==> config.mk <==
export PLATFORM = sky130hd
export DESIGN_NAME = lpm_queue
export DESIGN_NICKNAME = d
export VERILOG_FILES = /design/src/hw/rtl/lpm_queue.sv
export SDC_FILE = /design/constraint.sdc
export NUM_CORES = 1
export LEC_CHECK = 0
export ABC_AREA = 1
export BUFFER_PORTS_ARGS = -buffer_cell sky130_fd_sc_hd__buf_2
export CORE_AREA = 4 4 45 47
export CTS_CLUSTER_DIAMETER = 120
export DETAILED_ROUTE_END_ITERATION = 12
export DIE_AREA = 0 0 49 51
export GPL_TIMING_DRIVEN = 1
export PLACE_DENSITY_LB_ADDON = 0.2
export RECOVER_POWER = 100
export SYNTH_ARGS = -nofsm -noshare
export SYNTH_HDL_FRONTEND = slang
export SYNTH_SLANG_ARGS = --single-unit
export TNS_END_PERCENT = 5
==> constraint.sdc <==
create_clock -name clk_i -period 3.3 [get_ports clk_i]
set_clock_uncertainty 0.2 [all_clocks]
set_input_delay 0.33 -clock clk_i [delete_from_list [all_inputs] [get_ports clk_i]]
set_output_delay 0.33 -clock clk_i [all_outputs]
set_load 0.02 [all_outputs]
==> src/hw/rtl/lpm_queue.sv <==
`default_nettype none
// ----------------------------------------------------------------------------
// lpm_queue: two-entry first-in first-out buffer
// Decouples producer and consumer; full and empty are registered views.
// ----------------------------------------------------------------------------
module lpm_queue #(
  parameter int unsigned Width = 8
) (
  input  wire logic             clk_i,
  input  wire logic             rst_ni,
  input  wire logic             push_i,
  input  wire logic [Width-1:0] data_i,
  output logic                  full_o,
  input  wire logic             pop_i,
  output logic [Width-1:0]      data_o,
  output logic                  empty_o
);

  logic [Width-1:0] slot_q [2];
  logic             wr_ptr_q, rd_ptr_q;
  logic [1:0]       count_q;
  logic             do_push, do_pop;

  assign full_o  = (count_q == 2'd2);
  assign empty_o = (count_q == 2'd0);
  assign data_o  = slot_q[rd_ptr_q];
  assign do_push = push_i && !full_o;
  assign do_pop  = pop_i && !empty_o;

  // Pointer and occupancy tracking.
  always_ff @(posedge clk_i or negedge rst_ni) begin
    if (!rst_ni) begin
      wr_ptr_q <= 1'b0;
      rd_ptr_q <= 1'b0;
      count_q  <= 2'd0;
    end else begin
      if (do_push) wr_ptr_q <= ~wr_ptr_q;
      if (do_pop)  rd_ptr_q <= ~rd_ptr_q;
      if (do_push && !do_pop)      count_q <= count_q + 2'd1;
      else if (do_pop && !do_push) count_q <= count_q - 2'd1;
    end
  end

  // Storage needs no reset.
  always_ff @(posedge clk_i) begin
    if (do_push) slot_q[wr_ptr_q] <= data_i;
  end

endmodule
`default_nettype wire

---- Word-level counts from Yosys, hierarchy flattened ----
Memory sizes are Yosys's and may differ from the RTL's.
Cells that the tools add are included.
cells by class
  reduce and logical (&&, ||, !) cells .... 10
  mux-type cells .......................... 4
  bitwise gates (word level) .............. 2
  add/subtract/negate cells ............... 2
  equal/unequal tests ..................... 1
operator list
  cell                   number
  $logic_and A1 B1 Y1    4
  $logic_not A1 Y1       4
  $mux W2                2
  $add A2 B1 Y2 const B  1
  $eq A2 B2 Y1 const B   1
  $logic_not A2 Y1       1
  $mux W1                2
  $not A1 Y1             2
  $reduce_bool A2 Y1     1
  $sub A2 B1 Y2 const B  1
word-level totals
  bits in writable memories ............... 16
  memories kept ........................... 1
  bits in registers ....................... 4
  word-level logic and storage cells ...... 23
  input port bits ......................... 12
  output and inout bits ................... 10
memories
  name    depth  bits a word  read ports  clocked after Yosys merged registers in  wr ports  RTL line  source
  slot_q  2      8            1           0                                        1         19        logic [Width-1:0] slot_q [2];

---- Depth between registers and ports, before layout ----
  depth in word-level cells ............... 7
  mapped depth ............................ 9
  gate-level depth less buffers ........... 9

---- Worst setup path before layout ----
Ideal clock, no wire load.
  path kind ............................... register -> register
  from .................................... reg count_q[0]
  to ...................................... reg count_q[1]
  required time ........................... 2.983 ns
  library setup time ...................... 0.117 ns
  cell stages (with the launch flop) ...... 8
  slack ................................... 1.682 ns
  data arrival time ....................... 1.302 ns
  period minus slack after synthesis ...... 1.618 ns
  path buffers ............................ 0
  cells stage by stage .................... dfrtp_1 -> nor2_2 -> nor2_2 -> ha_1 -> inv_1 -> nand3_1 -> nand2_1 -> nand2_1
on the way
  longest elaborated chain between the ends .. 6
  elaborated cells between the ends (all ways) .. 15
  those cells by class .................... add/sub (2); eq/ne (1); mux (2); reduce/logical (10)
RTL lines
  element                       RTL line  source
  start, declared               21        logic [1:0] count_q;
  start signal, assigned        39        if (do_push && !do_pop) count_q <= count_q + 2'd1;
  start signal, assigned        40        else if (do_pop && !do_push) count_q <= count_q - 2'd1;
  $eq A2 B2 Y1 (*)              24        assign full_o = (count_q == 2'd2);
  named net full_o              13        output logic full_o,
  $logic_not A1 Y1 (*)          27        assign do_push = push_i && !full_o;
  $logic_and A1 B1 Y1 (*)       27
  named net do_push             22        logic do_push, do_pop;
  $logic_not A1 Y1              40
  $logic_and A1 B1 Y1           40
  $reduce_bool A2 Y1 (no line)  --
The timed path passes the listed nets; every way through them passes the cells marked *. The select of a mux whose other input is x is not followed.
A chain may end at the register's enable or synchronous reset.

---- Worst setup path after layout ----
  from .................................... reg rd_ptr_q
  to ...................................... out data_o[5]
on the way
  longest elaborated chain between the ends .. 1
RTL lines
  element                 RTL line  source
  start, declared         20        logic wr_ptr_q, rd_ptr_q;
  start signal, assigned  38        if (do_pop) rd_ptr_q <= ~rd_ptr_q;
  $mem_v2 Z2 W8           --
  end, declared           15        output logic [Width-1:0] data_o,
Every way passes these cells.

==> impl_metrics.csv <==
group,metric,value,unit
floorplan,die_w,49,um
clocking,clk_pin_slew_worst_paths,0.11,ns
setup_path,critical_path_class,"reg -> out",
power,ir_drop,574.9,uV
placed_design,dp_slack,1.598,ns
hold_path,hold_end,"slot_q[1][5]",
clocking,cts_buffers,3,
setup_path,cp_max_fo,10,
sta,maxSlewHeadroom,0.5751,
yosys,synth_area,809.5,um2
power,netSwitchingPower,0.3543,mW
clocking,cts_setup_buffers,0,
grt,antenna_found_initial,0,
final_layout,fin_area,1023,um2
grt,grt_pass1_vias,546,
floorplan,die_area,2499,um2
sta,tightestPinTransition,0.6350,ns
hold_path,hold_depth,1,
sta,hold_violations,0,
final_layout,area_growth_syn_to_layout,26.43,%
setup_path,path_buf_inv,2,
setup_path,cp_slowest_stage_delay,0.52,ns
setup_path,worstPathArrival,1.50,ns
final_layout,layout_commonest_cell,"nand2_1",
routing,drt_iter0_markers,13,
yosys,synth_top_area_cell,"edfxtp_1",
hold_path,min_path_type,"in -> reg",
placed_design,io_buffers,21,
power,pwr-share-clk,0.214,
power,pwr-share-seq,0.429,
setup_path,rr_endpoint,"slot_q[1][7]",
setup_path,crit_chain,"inv_1 -> nand2_1 -> nand2_1 -> clkbuf_1",
grt,grt_pass1_wl,2.332,mm
yosys,synth_cell_types,14,
setup_path,cp_common_cell,"nand2_1",
floorplan,fp-row-count,15,
floorplan,start_util,0.4902,
placed_design,dp_hpwl,979.8,um
clocking,cts_sinks,20,
routing,ant_nets,0,
yosys,synth_area_per_cell,11.09,um2
placed_design,dpl_cell_area,930.9,um2
setup_path,critPathRequiredTime,2.77,ns
power,p_int,0.5711,mW
sta,worst_slack,1.266,ns
final_layout,final_cell_mix,"nand2_1 (33), edfxtp_1 (16), clkbuf_1 (12), buf_2 (9), inv_1 (8)",
yosys,synth_top_area_share,0.5935,
routing,drc_errors,0,
power,power.leakage,0.4622,nW
routing,wl_per_cell,11.99,um
sta,fin_setup_tns,0,ns
power,cellPowerDensity,904.2,nW/um2
yosys,synth-seq-cells,20,
yosys,yosysWarningCount,0,
routing,first_pass_iters,2,
clocking,cts_tree,"done",
floorplan,fp.coreArea,1652,um2
final_layout,drive_above_1_share,0.1262,
sta,grt_setup_unrepaired,"no",
grt,gr-total-overflow,0,
clocking,clk_path_buf_depth,2,
clocking,htreeDepth,1,
sta,fin_crit_sh,0.6163,
setup_path,end_kind,"output pin",
clocking,clk_latency,0.30,ns
setup_path,r2r_cells,2,
final_layout,nets,117,
routing,vias,569,
routing,wl,1.439,mm
floorplan,io_pins,22,
grt,grt_max_degree,13,
run_status,status,"completed",
yosys,synthesis.nets,86,
setup_path,crit_slowest_cell,"dfrtp_1",
clocking,cts_root_buffer,"clkbuf_4",
yosys,synthCells,73,
sta,setup_violations,0,
sta,finalMaxSlewViolations,0,
hold_path,hold_start,"data_i[5]",
floorplan,die_h,51,um
sta,period_needed,2.034,ns
placed_design,gp_routability_congestion,0.7837,
power,combPwrFrac,0.357,
sta,holdWs,0.01252,ns
setup_path,r2r_slack,1.63,ns
setup_path,start_kind,"flip-flop",
final_layout,n_antenna_cell,0,
grt,grtUsageTotal,0.1264,
yosys,synthTopCellsByArea,"edfxtp_1 (59%), nand2_1 (15%), dfrtp_1 (12%), inv_1 (3.2%), ha_1 (1.5%)",
run,drv_cap,0,
sta,fmax,491.7,MHz
yosys,seq_area_frac_synth,0.7172,
power,swShare,0.3829,
setup_path,r2r_start,"count_q[0]",
routing,viasPerCell,4.742,
setup_path,cp_top_family,"buffers and inverters",
-- routing by layer --
metal / part of all wire / GRT usage / routed length (um) / up-vias
met5: 0 / 0 / 0 / -
met4: 0.020 / 0.08520 / 29 / 0
met2: 0.48 / 0.1891 / 688 / 18
met3: 0.072 / 0.04373 / 103 / 4
met1: 0.43 / 0.1533 / 617 / 253
li1: - / - / - / 294
-- worst max-delay path by stage --
stage	slack, ns	cells past startpoint	from	to
after CTS	1.40	4	rd_ptr_q	data_o[5]
after floorplan	1.68	7	count_q[0]	count_q[1]
final	1.27	4	rd_ptr_q	data_o[5]
after global routing	1.10	4	rd_ptr_q	data_o[3]
after detailed placement	1.60	2	count_q[0]	slot_q[1][7]
after global placement	1.66	3	count_q[1]	slot_q[1][5]
-- synthesized netlist by cell type, drive strengths merged --
library cell  count
nand3             1
edfxtp           16
nand3b            1
nand2            33
nand4             1
buf               1
o21ai             2
inv               8
xnor2             1
dfrtp             4
ha                1
nor2              4
-- power groups by stage --
stage | clock [mW] | sequential (mW) | combinational [mW]
after detailed placement | 0 | 0.406 | 0.348
after global routing | 0.211 | 0.407 | 0.376
after CTS | 0.202 | 0.400 | 0.352
after global placement | 0 | 0.401 | 0.341
final | 0.198 | 0.397 | 0.331
after floorplan | 0 | 0.380 | 0.262
-- cell families (layout without fill, tap and decap cells) --
group / after synthesis / in the layout / share of synthesized area
AO/OA/AOI/OAI: 2 / 2 / 0.01237
XOR/XNOR: 1 / 1 / 0.01082
adder cells (fa/ha/maj): 1 / 1 / 0.01545
buffers and inverters: 9 / 39 / 0.04327
flip-flops: 20 / 20 / 0.7172
AND/OR/NAND/NOR: 40 / 40 / 0.2009
-- repair_timing --
action / in CTS / in global routing
hold endpoints to repair: 4 / 8
hold buffers: 1 / 5
resized for setup: 0 / 0
-- layout make-up --
type / count / area [um2]
multi-input combinational: 44 / 188.9
sequential: 20 / 580.6
clock buffer: 3 / 22.52
clock inverter: 1 / 30.03
timing repair buffer: 27 / 150.1
tap: 17 / 21.27
inverter: 8 / 30.03
fill: 153 / 628.1
-- stage by stage --
| step | cells | power [mW] | util |
|---|---|---|---|
| 2_1_floorplan | 73 | 0.6423 | - |
| 3_5_place_dp | 110 | 0.7539 | 0.5636 |
| 6_report | 120 | 0.9254 | 0.6197 |
| 3_3_place_gp | 110 | 0.7420 | 0.5636 |
| 5_1_grt | 120 | 0.9934 | 0.6197 |
| 4_1_cts | 115 | 0.9534 | 0.6015 |
-- state kept, by name, indices dropped and copies added, names as in the netlist --
name / cells
slot_q: 16
rd_ptr_q: 1
wr_ptr_q: 1
count_q: 2
(Power assumes the default switching activity.)
