[config.mk]
export PLATFORM = sky130hd
export DESIGN_NAME = lpm_front
export DESIGN_NICKNAME = d
export VERILOG_FILES = /design/src/hw/rtl/lpm_pkg.sv /design/src/hw/rtl/lpm_front.sv
export SDC_FILE = /design/constraint.sdc
export NUM_CORES = 1
export LEC_CHECK = 0
export BUFFER_PORTS_ARGS = -buffer_cell sky130_fd_sc_hd__buf_2
export CAP_MARGIN = 40
export CORE_ASPECT_RATIO = 0.7
export CORE_MARGIN = 5
export CORE_UTILIZATION = 45
export CTS_CLUSTER_SIZE = 14
export DETAILED_ROUTE_END_ITERATION = 16
export PLACE_DENSITY = 0.73
export REMOVE_ABC_BUFFERS = 1
export SLEW_MARGIN = 30
export SYNTH_ARGS = -nofsm -noshare
export SYNTH_HDL_FRONTEND = slang
export SYNTH_SLANG_ARGS = --single-unit
[constraint.sdc]
create_clock -name clk_i -period 7.86 [get_ports clk_i]
set_clock_uncertainty 0.2 [all_clocks]
set_input_delay 0 -clock clk_i [delete_from_list [all_inputs] [get_ports clk_i]]
set_output_delay 0 -clock clk_i [all_outputs]
set_load 0.01 [all_outputs]
[src/hw/rtl/lpm_pkg.sv]
`default_nettype none
// ----------------------------------------------------------------------------
// lpm_pkg: shared types for the IPv4 longest-prefix-match forwarding engine
// Result status codes, front-to-back command beat and result beat.
// ----------------------------------------------------------------------------
package lpm_pkg;

  // Result status codes.
  typedef enum logic [2:0] {
    ST_FORWARD    = 3'd0,
    ST_LOCAL      = 3'd1,
    ST_TTL_DROP   = 3'd2,
    ST_NO_ROUTE   = 3'd3,
    ST_ROUTE_ADD  = 3'd4,
    ST_TABLE_FULL = 3'd5
  } status_e;

  // Work kinds handed from the front part to the back part.
  typedef enum logic [1:0] {
    CMD_RESULT = 2'd0,
    CMD_ADD    = 2'd1,
    CMD_LOOKUP = 2'd2
  } cmd_op_e;

  localparam int unsigned AddrBits = 32;
  localparam logic [5:0]  MaxLen   = 6'd32;
  localparam logic [3:0]  MinIhl   = 4'd5;

  typedef struct packed {
    cmd_op_e              op;
    status_e              status;
    logic [AddrBits-1:0]  dest;
    logic [5:0]           len;
    logic [31:0]          hop;
    logic [7:0]           ttl;
    logic [15:0]          csum;
  } cmd_t;

  typedef struct packed {
    status_e      status;
    logic [31:0]  next_hop;
    logic [7:0]   new_ttl;
    logic [15:0]  new_checksum;
  } result_t;

endpackage
`default_nettype wire

[src/hw/rtl/lpm_front.sv]
`default_nettype none
// ----------------------------------------------------------------------------
// lpm_front: header intake and classification
// Gathers header words, keeps the running checksum and decides local, TTL
// discard or lookup; route adds pass straight through as commands.
// ----------------------------------------------------------------------------
module lpm_front (
  input  wire logic         clk_i,
  input  wire logic         rst_ni,
  input  wire logic         accept_i,
  input  wire logic         req_type_i,
  input  wire logic [31:0]  header_word_i,
  input  wire logic [31:0]  route_dest_i,
  input  wire logic [5:0]   route_masklen_i,
  input  wire logic [31:0]  route_nexthop_i,
  input  wire logic [31:0]  own_address_i,
  output logic              cmd_push_o,
  output lpm_pkg::cmd_t     cmd_o
);

  logic [15:0] sum_q, sum_d;
  logic [3:0]  widx_q, widx_d;
  logic [3:0]  hwords_q, hwords_d;
  logic [31:0] dest_q, dest_d;
  logic [7:0]  ttl_q, ttl_d;
  logic [15:0] sum_mid;
  logic        last_word;
  logic [7:0]  ttl_dec;

  // Ones-complement add of two 16-bit values with end-around carry.
  function automatic logic [15:0] oc_add(input logic [15:0] a, input logic [15:0] b);
    logic [16:0] s;
    logic [16:0] f;
    s = {1'b0, a} + {1'b0, b};
    f = {1'b0, s[15:0]} + {16'd0, s[16]};
    return f[15:0];
  endfunction

  // Header word bookkeeping.
  always_comb begin
    hwords_d = hwords_q;
    dest_d   = dest_q;
    ttl_d    = ttl_q;
    if (widx_q == 4'd0) begin
      hwords_d = (header_word_i[27:24] < lpm_pkg::MinIhl) ? lpm_pkg::MinIhl
                                                           : header_word_i[27:24];
    end
    if (widx_q == 4'd2) ttl_d = header_word_i[31:24];
    if (widx_q == 4'd4) dest_d = header_word_i;
    ttl_dec = ttl_d - 8'd1;
    if (widx_q == 4'd2) begin
      sum_mid = oc_add(sum_q, {ttl_dec, header_word_i[23:16]});
    end else begin
      sum_mid = oc_add(oc_add(sum_q, header_word_i[31:16]), header_word_i[15:0]);
    end
    last_word = ({1'b0, widx_q} + 5'd1) >= {1'b0, hwords_d};
    sum_d     = last_word ? 16'd0 : sum_mid;
    widx_d    = last_word ? 4'd0 : widx_q + 4'd1;
  end

  // Command for the back part.
  always_comb begin
    cmd_o.op     = lpm_pkg::CMD_RESULT;
    cmd_o.status = lpm_pkg::ST_NO_ROUTE;
    cmd_o.dest   = route_dest_i;
    cmd_o.len    = route_masklen_i;
    cmd_o.hop    = route_nexthop_i;
    cmd_o.ttl    = ttl_dec;
    cmd_o.csum   = ~sum_mid;
    cmd_push_o   = 1'b0;
    if (accept_i) begin
      if (req_type_i) begin
        cmd_o.op   = lpm_pkg::CMD_ADD;
        cmd_push_o = 1'b1;
      end else if (last_word) begin
        cmd_push_o = 1'b1;
        cmd_o.dest = dest_d;
        cmd_o.len  = lpm_pkg::MaxLen;
        if (dest_d == own_address_i) begin
          cmd_o.status = lpm_pkg::ST_LOCAL;
        end else if (ttl_d == 8'd0) begin
          cmd_o.status = lpm_pkg::ST_TTL_DROP;
        end else begin
          cmd_o.op = lpm_pkg::CMD_LOOKUP;
        end
      end
    end
  end

  // Streaming state; route adds leave it alone.
  always_ff @(posedge clk_i or negedge rst_ni) begin
    if (!rst_ni) begin
      sum_q    <= 16'd0;
      widx_q   <= 4'd0;
      hwords_q <= lpm_pkg::MinIhl;
      dest_q   <= 32'd0;
      ttl_q    <= 8'd0;
    end else if (accept_i && !req_type_i) begin
      sum_q    <= sum_d;
      widx_q   <= widx_d;
      hwords_q <= hwords_d;
      dest_q   <= dest_d;
      ttl_q    <= ttl_d;
    end
  end

endmodule
`default_nettype wire

; Word-level counts from Yosys, hierarchy flattened
; Index checks and enable logic that the tools add are counted.
[totals]
word_cells = 42
register_bits = 64
output_inout_bits = 100
in_bits = 138
[op_classes]
addsub = 9
bitwise = 1
n_reduce_logical = 4
muxes = 18
eq_ne = 3
order_cmp = 2
[op_table]
columns = op, n
row1 = 43-bit 2-to-1 mux, 2
row2 = 16-bit by 16-bit adder with 17-bit output, 3
row3 = 16-bit by 1-bit adder with 16-bit output, 3
row4 = 41-bit 2-to-1 mux, 1
row5 = 32-bit == test, 1
row6 = 16-bit 2-to-1 mux, 2
row7 = 32-bit 2-to-1 mux, 1
row8 = 16-bit NOT, 1
row9 = 4-bit 2-to-1 mux, 3
row10 = 8-bit zero test, 1
row11 = 2-bit 2-to-1 mux, 4
row12 = 8-bit 2-to-1 mux, 1
row13 = "8-bit by 1-bit subtractor with 8-bit output, second input constant", 1
row14 = "4-bit by 1-bit adder with 5-bit output, second input constant", 1
row15 = 5-bit by 4-bit greater-or-equal comparator with 1-bit output, 1
row16 = "4-bit by 1-bit adder with 4-bit output, second input constant", 1
row17 = "4-bit by 2-bit == test with 1-bit output, second input constant", 1
row18 = "4-bit by 3-bit == test with 1-bit output, second input constant", 1
row19 = 4-bit zero test, 1
row20 = "4-bit by 3-bit less-than comparator with 1-bit output, second input constant", 1
row21 = 1-bit 2-to-1 mux, 4
row22 = 1-bit logical AND, 1
row23 = 1-bit zero test, 1

; Longest topological paths before layout
; Gate-level depths: netlist of run 1.
[depth]
word_depth = 8
mapped_depth = 36
depth_no_buf = 35

; Least setup slack after synthesis of run 1
; Ideal clock, no wire load.
[synth_timing]
path_kind = flip-flop to flip-flop
start = register sum_q[0]
end = register sum_q[11]
period_less_slack_ns = 6.418
path_buffers = 1
path_stages_with_launch = 34
required_ns = 7.577
arrival_time_ns = 6.135
setup_ns = 0.083
setup_slack_ns = 1.442
cell_sequence = dfrtp_1 ha_1 inv_1 fa_1 nor2b_1 o31a_4 o211ai_1 a22oi_1 a31oi_1 nor2b_1 o21ai_0 nand2b_1 ha_1 nor2b_1 nand2b_1 or3_1 clkbuf_1 nor3_1 xor2_1 ha_1 and3_1 a311o_1 nand2_1 a31oi_1 o21ai_0 nand2b_1 ha_1 and3_1 and3_1 nand4_1 or2_2 xor2_1 mux2_2 o21ai_0
[synth_via]
elab_chain_len = 6
word_cells_on_any_way = 8
cone_classes = add/sub: 6 / mux: 2
[synth_lines]
columns = element, line
row1 = "start, declared", lpm_front.sv:21  ; logic [15:0] sum_q, sum_d;
row2 = "start signal, assigned", lpm_front.sv:99  ; sum_q <= sum_d;
row3 = 16-bit by 16-bit adder with 17-bit output, lpm_front.sv:34  ; s = {1'b0, a} + {1'b0, b};
row4 = 16-bit by 1-bit adder with 16-bit output, lpm_front.sv:35  ; f = {1'b0, s[15:0]} + {16'd0, s[16]};
row5 = 16-bit by 16-bit adder with 17-bit output, lpm_front.sv:34
row6 = 16-bit by 1-bit adder with 16-bit output, lpm_front.sv:35
row7 = 16-bit 2-to-1 mux *, lpm_front.sv:51  ; if (widx_q == 4'd2) begin
row8 = 16-bit 2-to-1 mux *, lpm_front.sv:57  ; sum_d = last_word ? 16'd0 : sum_mid;
; Mark *: on every way between the ends. The rest lies on a longest branch, timed or not.
; A chain may end at the register's enable or synchronous reset.

==> results of run 1 <==
[synthesized netlist by cell type (all sizes together) (4+ instances only)]
cell    count
a211oi      6
a21o       10
a21oi      37
a31oi       5
and2       11
and3       14
buf        36
clkbuf     32
dfrtp      62
ha         55
inv        18
mux2       40
mux2i      43
nand2      96
nand2b      9
nand3      19
nand3b      4
nand4       7
nor2       45
nor2b      12
nor3       12
nor3b       4
nor4       13
o211ai      9
o21a        6
o21ai      85
o31ai       9
or2         4
xnor2      78
xor2       27
[worst min-delay path, cell delays in order]
cell	delay, ps
buf_2	100
nand2b_1	60
buf_4	250
nand2_1	100
o21ai_0	60
[final timing paths]
check                                     startpoint                 endpoint  slack (ps)  cells after the start
worst max-delay path            sum_q[0]$_DFFE_PN0P_                cmd_o[11]         620                     34
worst min-delay path                        accept_i  hwords_q[2]$_DFFE_PN1P_          60                      5
worst max register to register  sum_q[0]$_DFFE_PN0P_    sum_q[11]$_DFFE_PN0P_         850                     34
worst min register to register  ttl_q[1]$_DFFE_PN0P_     ttl_q[1]$_DFFE_PN0P_         280                      2
max in group asynchronous                     rst_ni  hwords_q[0]$_DFFE_PN1P_        6390                      5
min in group asynchronous                     rst_ni     sum_q[9]$_DFFE_PN0P_         490                      4
[area by class of cell]
class	count	area, µm²	share of cell area (%)
Tap cell	200	250.2	2.777
Clock inverter	7	102.6	1.139
Clock buffer	9	225.2	2.500
Multi-Input combinational cell	702	5087	56.46
Sequential cell	64	1604	17.80
Timing Repair Buffer	252	1673	18.57
Inverter	18	67.56	0.7499
[cell families (layout without fill, tap and decap cells)]
family	count (synthesis)	count (layout)
xor+xnor	105	105
mux	83	83
buf+inv	86	286
simple gates	259	259
compound gates	197	197
flops	64	64
other cells	1	1
fa+ha+maj	57	57
[power by group]
group,internal [µW],switching [µW],total (µW),leakage [µW]
Sequential,485,98.4,584,0.000804
Combinational,1650,2430,4080,0.00333
Clock,281,170,451,0.000157
[registers in the layout, indices dropped and copies added (netlist names)]
name,cells
ttl_q,8
sum_q,16
hwords_q,4
widx_q,4
dest_q,32
[through the flow]
stage | instances | utilization (%)
after floorplan | 784 | -
after global placement | 1163 | 50.87
after detailed placement | 1166 | 51.25
after CTS | 1250 | 57.76
after global routing | 1252 | 58.13
final | 1252 | 58.13
[metal layers]
layer	global-route usage, %	share of wire (%)	vias up
li1	-	-	3396
met1	37.25	47	3309
met2	41.27	43	311
met3	7.524	9.1	26
met4	4.871	1.2	0
met5	0	0	-
[what timing repair did]
action,in CTS,in global routing
resized for setup,0,9
hold endpoints to repair,137,0
hold buffers,68,0
setup buffers,0,1
setup endpoints to repair,0,18
==> metrics.csv, run 1 <==
metric;value;unit
start_util;45.80;%
postLayoutCellArea;9010;µm²
max_freq;0.1382;GHz
nNetsFinal;1242;
grt_pass1_wl;38340;µm
ios;238;
crit_family;simple AND/OR/NAND/NOR gates;
synth-compound-area-share;17.47;%
syn-instance-count;852;
coreArea;15500;µm²
slowest_stage;or3_4;
fill_cells;1385;
antenna_found_initial;0;
grt_max_degree;51;
timing.final.crit_share;92.05;%
clk_latency;340;ps
clock-sinks;64;
avgRoutedWirePerCell;19.94;µm
synth-simple-area-share;17.92;%
synth_enable_flop_cells;0;
power.leakage;0.004290;µW
placed_cell_area;7944;µm²
hp-class;input pin to flip-flop;
die_w;160.1;µm
n_antenna_cell;0;
layout_commonest_cell;buf_2;
io_buffer_count;172;
die_y;115.1;µm
postSynthAreaPerCell;8.333;µm²
pre_cts_slack;528.6;ps
cp.required;7660;ps
critPathMaxFanout;6;
h-tree-depth;3;
seq_area_frac_synth;22.59;%
area_delta_synth_final;26.91;%
netlist_area;7099;µm²
synth_top_family_by_area;simple AND/OR/NAND/NOR gates;
synthFlopType;dfrtp_1;
status;finished, final reports clean;
cp-start-kind;flip-flop;
cts_buffers;9;
max_stage_delay;420;ps
tns;0;ps
finalCriticalPeriod;7235;ps
netlist-cell-type-count;66;
cts_tree;built;
num_rows;38;
layout_common_cells;buf_2, nand2_1, o21ai_0;
first_pass_iters;6;
die_area;18430;µm²
hold_slack;61.30;ps
synth_top_area_share;21.85;%
arrival;7040;ps
post_drt_via_cell_ratio;5.625;
clk_pin_slew;60;ps
final-hold-violation-count;0;
synth_xor_area_share;12.95;%
synthMuxAreaShare;12.41;%
drc;0;
vias;7042;
wirelength;24960;µm
p_per_area;567.8;nW/µm²
cp_common_cell;ha_1;
relSlewSlack;29.98;%
end_kind;output port;
cts_root_buf;clkbuf_16;
power.total;5116;µW
crit_type;flip-flop to output port;
clk_path_buf_depth;2;
critPathBufInv;3;
synth_area_leader_cell;dfrtp_1;
synthAdderAreaFrac;10.26;%
synth_async_sr_flop_share;100.0;%
cap_violations;0;
grt_pass1_vias;6805;
grt_use_total;26.48;%
setup_violations;0;
drtAntennaViolNets;0;
peakVddDrop;400.2;µV
ys_top_cells_by_area;dfrtp_1, ha_1, xnor2_1;
ys_ff_latch;64;
grt_overflow;0;
rsz0062_at_grt;false;
tightest_slew;1037;ps
gp_congestion;0.9600;
yosys_warnings;0;
setup_ws;624.8;ps
drive_above_1_share;25.38;%
drv_slew;0;
drt_iter0_drc;658;
dp_hpwl;19300;µm
Note: power is estimated with default switching activity, not from simulation.
==> run 2: changes to the inputs <==
--- a/config.mk
+++ b/config.mk
@@ -5,6 +5,7 @@
 export SDC_FILE = /design/constraint.sdc
 export NUM_CORES = 1
 export LEC_CHECK = 0
+export ABC_AREA = 1
 export BUFFER_PORTS_ARGS = -buffer_cell sky130_fd_sc_hd__buf_2
 export CAP_MARGIN = 40
 export CORE_ASPECT_RATIO = 0.7
@@ -12,7 +13,7 @@
 export CORE_UTILIZATION = 45
 export CTS_CLUSTER_SIZE = 14
 export DETAILED_ROUTE_END_ITERATION = 16
-export PLACE_DENSITY = 0.73
+export PLACE_DENSITY = 0.71
 export REMOVE_ABC_BUFFERS = 1
 export SLEW_MARGIN = 30
 export SYNTH_ARGS = -nofsm -noshare
==> metrics.csv, run 2 <==
metric;value;unit;change
status;finished, final reports clean;;
internal_power;2206;µW;-8.7%
die_y;122.2;µm;+6.2%
tns;0;ps;unchanged
clk_path_buf_depth;2;;unchanged
critPathBufInv;8;;+5
area_delta_synth_final;21.91;%;
peakVddDrop;281.6;µV;-30%
post_drt_via_cell_ratio;5.136;;-8.7%
reg_top3;dest_q: 32 flops, sum_q: 16 flops, ttl_q: 8 flops;;
drive_above_1_share;17.01;%;-8.4 points
cts_buffers;9;;unchanged
die_area;20800;µm²;+13%
layout_commonest_cell;nand2_1;;
cts_tree;built;;
max_freq;0.1432;GHz;+3.6%
cap_violations;0;;unchanged
critPathLaunch;sum_q[0]$_DFFE_PN0P_;;
rsz0062_at_grt;false;;
drc;0;;unchanged
layout_common_cells;nand2_1, inv_1, buf_2;;
grt_pass1_vias;8350;;+23%
synthFlopType;dfrtp_1;;
clk_pin_slew;60;ps;about the same
vias;9091;;+29%
clk_latency;340;ps;about the same
worst_r2r_path_depth;45;;+32%
critPathMaxFanout;7;;+1
reg2reg_to;sum_q[10]$_DFFE_PN0P_;;
endpoint;cmd_o[10];;
ios;238;;unchanged
postSynthAreaPerCell;6.042;µm²;-27%
synth_top_area_share;22.97;%;+1.1 points
netlist_area;8090;µm²;+14%
reg2reg_slack;1190;ps;+340 ps
synth_common_cells;nand2_1, inv_1, nor2_1;;
grt_overflow;0;;unchanged
power.leakage;0.005522;µW;+29%
drv_slew;0;;unchanged
stdcell_count;1770;;+41%
yosysMostFrequentCell;nand2_1;;
relSlewSlack;43.32;%;+13 points
nNetsFinal;1724;;+39%
slowest_stage;ha_1;;
max_stage_delay;390;ps;-30 ps
first_pass_iters;5;;-1
clock-sinks;64;;unchanged
crit_cells;45;;+32%
drtAntennaViolNets;0;;unchanged
num_rows;41;;+7.9%
p_switching;3058;µW;+13%
largest_register_ffs;32;;unchanged
p_per_area;533.7;nW/µm²;-6.0%
hp-class;input pin to async pin;;
syn-instance-count;1339;;+57%
seq_area_frac_synth;19.83;%;-2.8 points
final-hold-violation-count;0;;unchanged
crit_type;flip-flop to output port;;
avgRoutedWirePerCell;16.26;µm;-18%
dp_hpwl;22360;µm;+16%
cp-start-kind;flip-flop;;
synth_area_leader_cell;nand2_1;;
grt_pass1_wl;45220;µm;+18%
h-tree-depth;3;;unchanged
start_util;45.32;%;-0.48 points
grt_use_total;27.65;%;+1.2 points
seqPwrFrac;10.8;%;-0.6 points
ys_top_cells_by_area;nand2_1, dfrtp_1, ha_1;;
wirelength;28780;µm;+15%
synth_async_sr_flop_share;100.0;%;unchanged
die_w;170.3;µm;+6.3%
yosys_warnings;0;;unchanged
finalCriticalPeriod;6985;ps;-249.9 ps
netlist-cell-type-count;51;;-23%
n_antenna_cell;0;;unchanged
io_buffer_count;172;;unchanged
switching_share;58.09;%;+5.3 points
crit_family;simple AND/OR/NAND/NOR gates;;
drt_iter0_drc;916;;+39%
final_util;55.25;%;-2.9 points
largest_register;dest_q;;
timing.final.crit_share;88.87;%;-3.2 points
place_inst;1693;;+45%
cp.required;7660;ps;about the same
clkPwrFrac;9.0;%;+0.2 points
reg2reg_from;sum_q[0]$_DFFE_PN0P_;;
arrival;6790;ps;-250 ps
setup_violations;0;;unchanged
cts_setup_buffers;0;;unchanged
synth_enable_flop_cells;0;;unchanged
tightest_slew;850.2;ps;-187.0 ps
antenna_found_initial;1;;+1
gp_congestion;1.041;;+8.4%
ys_ff_latch;64;;unchanged
cp_common_cell;nand2_1;;
coreArea;17850;µm²;+15%
grt_max_degree;67;;+31%
end_kind;output port;;
combPwrFrac;80.2;%;+0.4 points
cts_root_buf;clkbuf_16;;
## run 2: how the worst min path moves through the flow
stage                       start                      to  slack, ps
3_3_place_gp   route_nexthop_i[9]               cmd_o[33]       -200
6_report                   rst_ni  dest_q[27]$_DFFE_PN0P_         10
3_5_place_dp   route_nexthop_i[9]               cmd_o[33]       -200
5_1_grt         header_word_i[18]  dest_q[18]$_DFFE_PN0P_         40
4_1_cts                    rst_ni  dest_q[16]$_DFFE_PN0P_         20
2_1_floorplan              rst_ni   dest_q[0]$_DFFE_PN0P_       -500
## run 2: cell type report
class	count	area (µm²)
well taps	236	295.3
flip-flops and latches	64	1604
repair buffers	242	1554
fillers	1784	7989
inverters	180	675.6
clock inverters	5	86.33
multi-input cells	1032	5395
clock buffers	11	252.7
## run 2: metal layers
layer  track usage [%]  routed length [µm]  vias to the layer above
met2             39.12               11240                      429
li1                  -                   -                     4582
met1             42.54               13990                     4032
met5                 0                   7                        -
met3             6.066                2954                       46
met4             6.135                 584                        2
## run 2: logic make-up after synthesis
group / after synthesis / synth area share [%]
AOI/OAI and AO/OA: 162 / 11.72
xor gates and xnor gates: 56 / 6.062
adders and majority gates: 57 / 9.001
buffers and inverters: 243 / 13.63
DFF: 64 / 19.83
muxes: 2 / 0.2475
other: 1 / 0.04635
and+or+nand+nor: 754 / 39.47
## run 2: stage by stage
step                      total power [µW]  hold slack [ps]  worst slack, ps  cell area, µm²
final                                 5264            10.43            874.7            9863
after detailed placement              4682           -199.9             1188            8910
after global routing                  5860            41.63            84.13            9863
after global placement                4660           -199.9             1432            8880
after floorplan                       3478           -495.6             2257            7664
after CTS                             5208            15.21            841.2            9859
## run 2: timing repair
| action | 4_1_cts | 5_1_grt |
|---|---|---|
| setup endpoints to repair | 0 | 2 |
| gates resized for setup | 0 | 1 |
| hold buffers | 61 | 0 |
| hold endpoints to repair | 127 | 0 |
## run 2: power by group through the flow
stage               Clock (µW)  Sequential [µW]  Combinational (µW)
floorplan                    0              544                2930
global placement             0              566                4090
detailed placement           0              572                4110
CTS                        477              567                4160
global route               494              586                4780
finish                     474              570                4220
## run 2: worst reg2reg max path, delay by kind of cell, from the launching register on
| family | cells | cell delay (ps) |
|---|---|---|
| and+or+nand+nor | 28 | 3470 |
| adders and majority gates | 5 | 1320 |
| AOI/OAI and AO/OA | 6 | 840 |
| buffers and inverters | 6 | 400 |
| DFF | 1 | 350 |
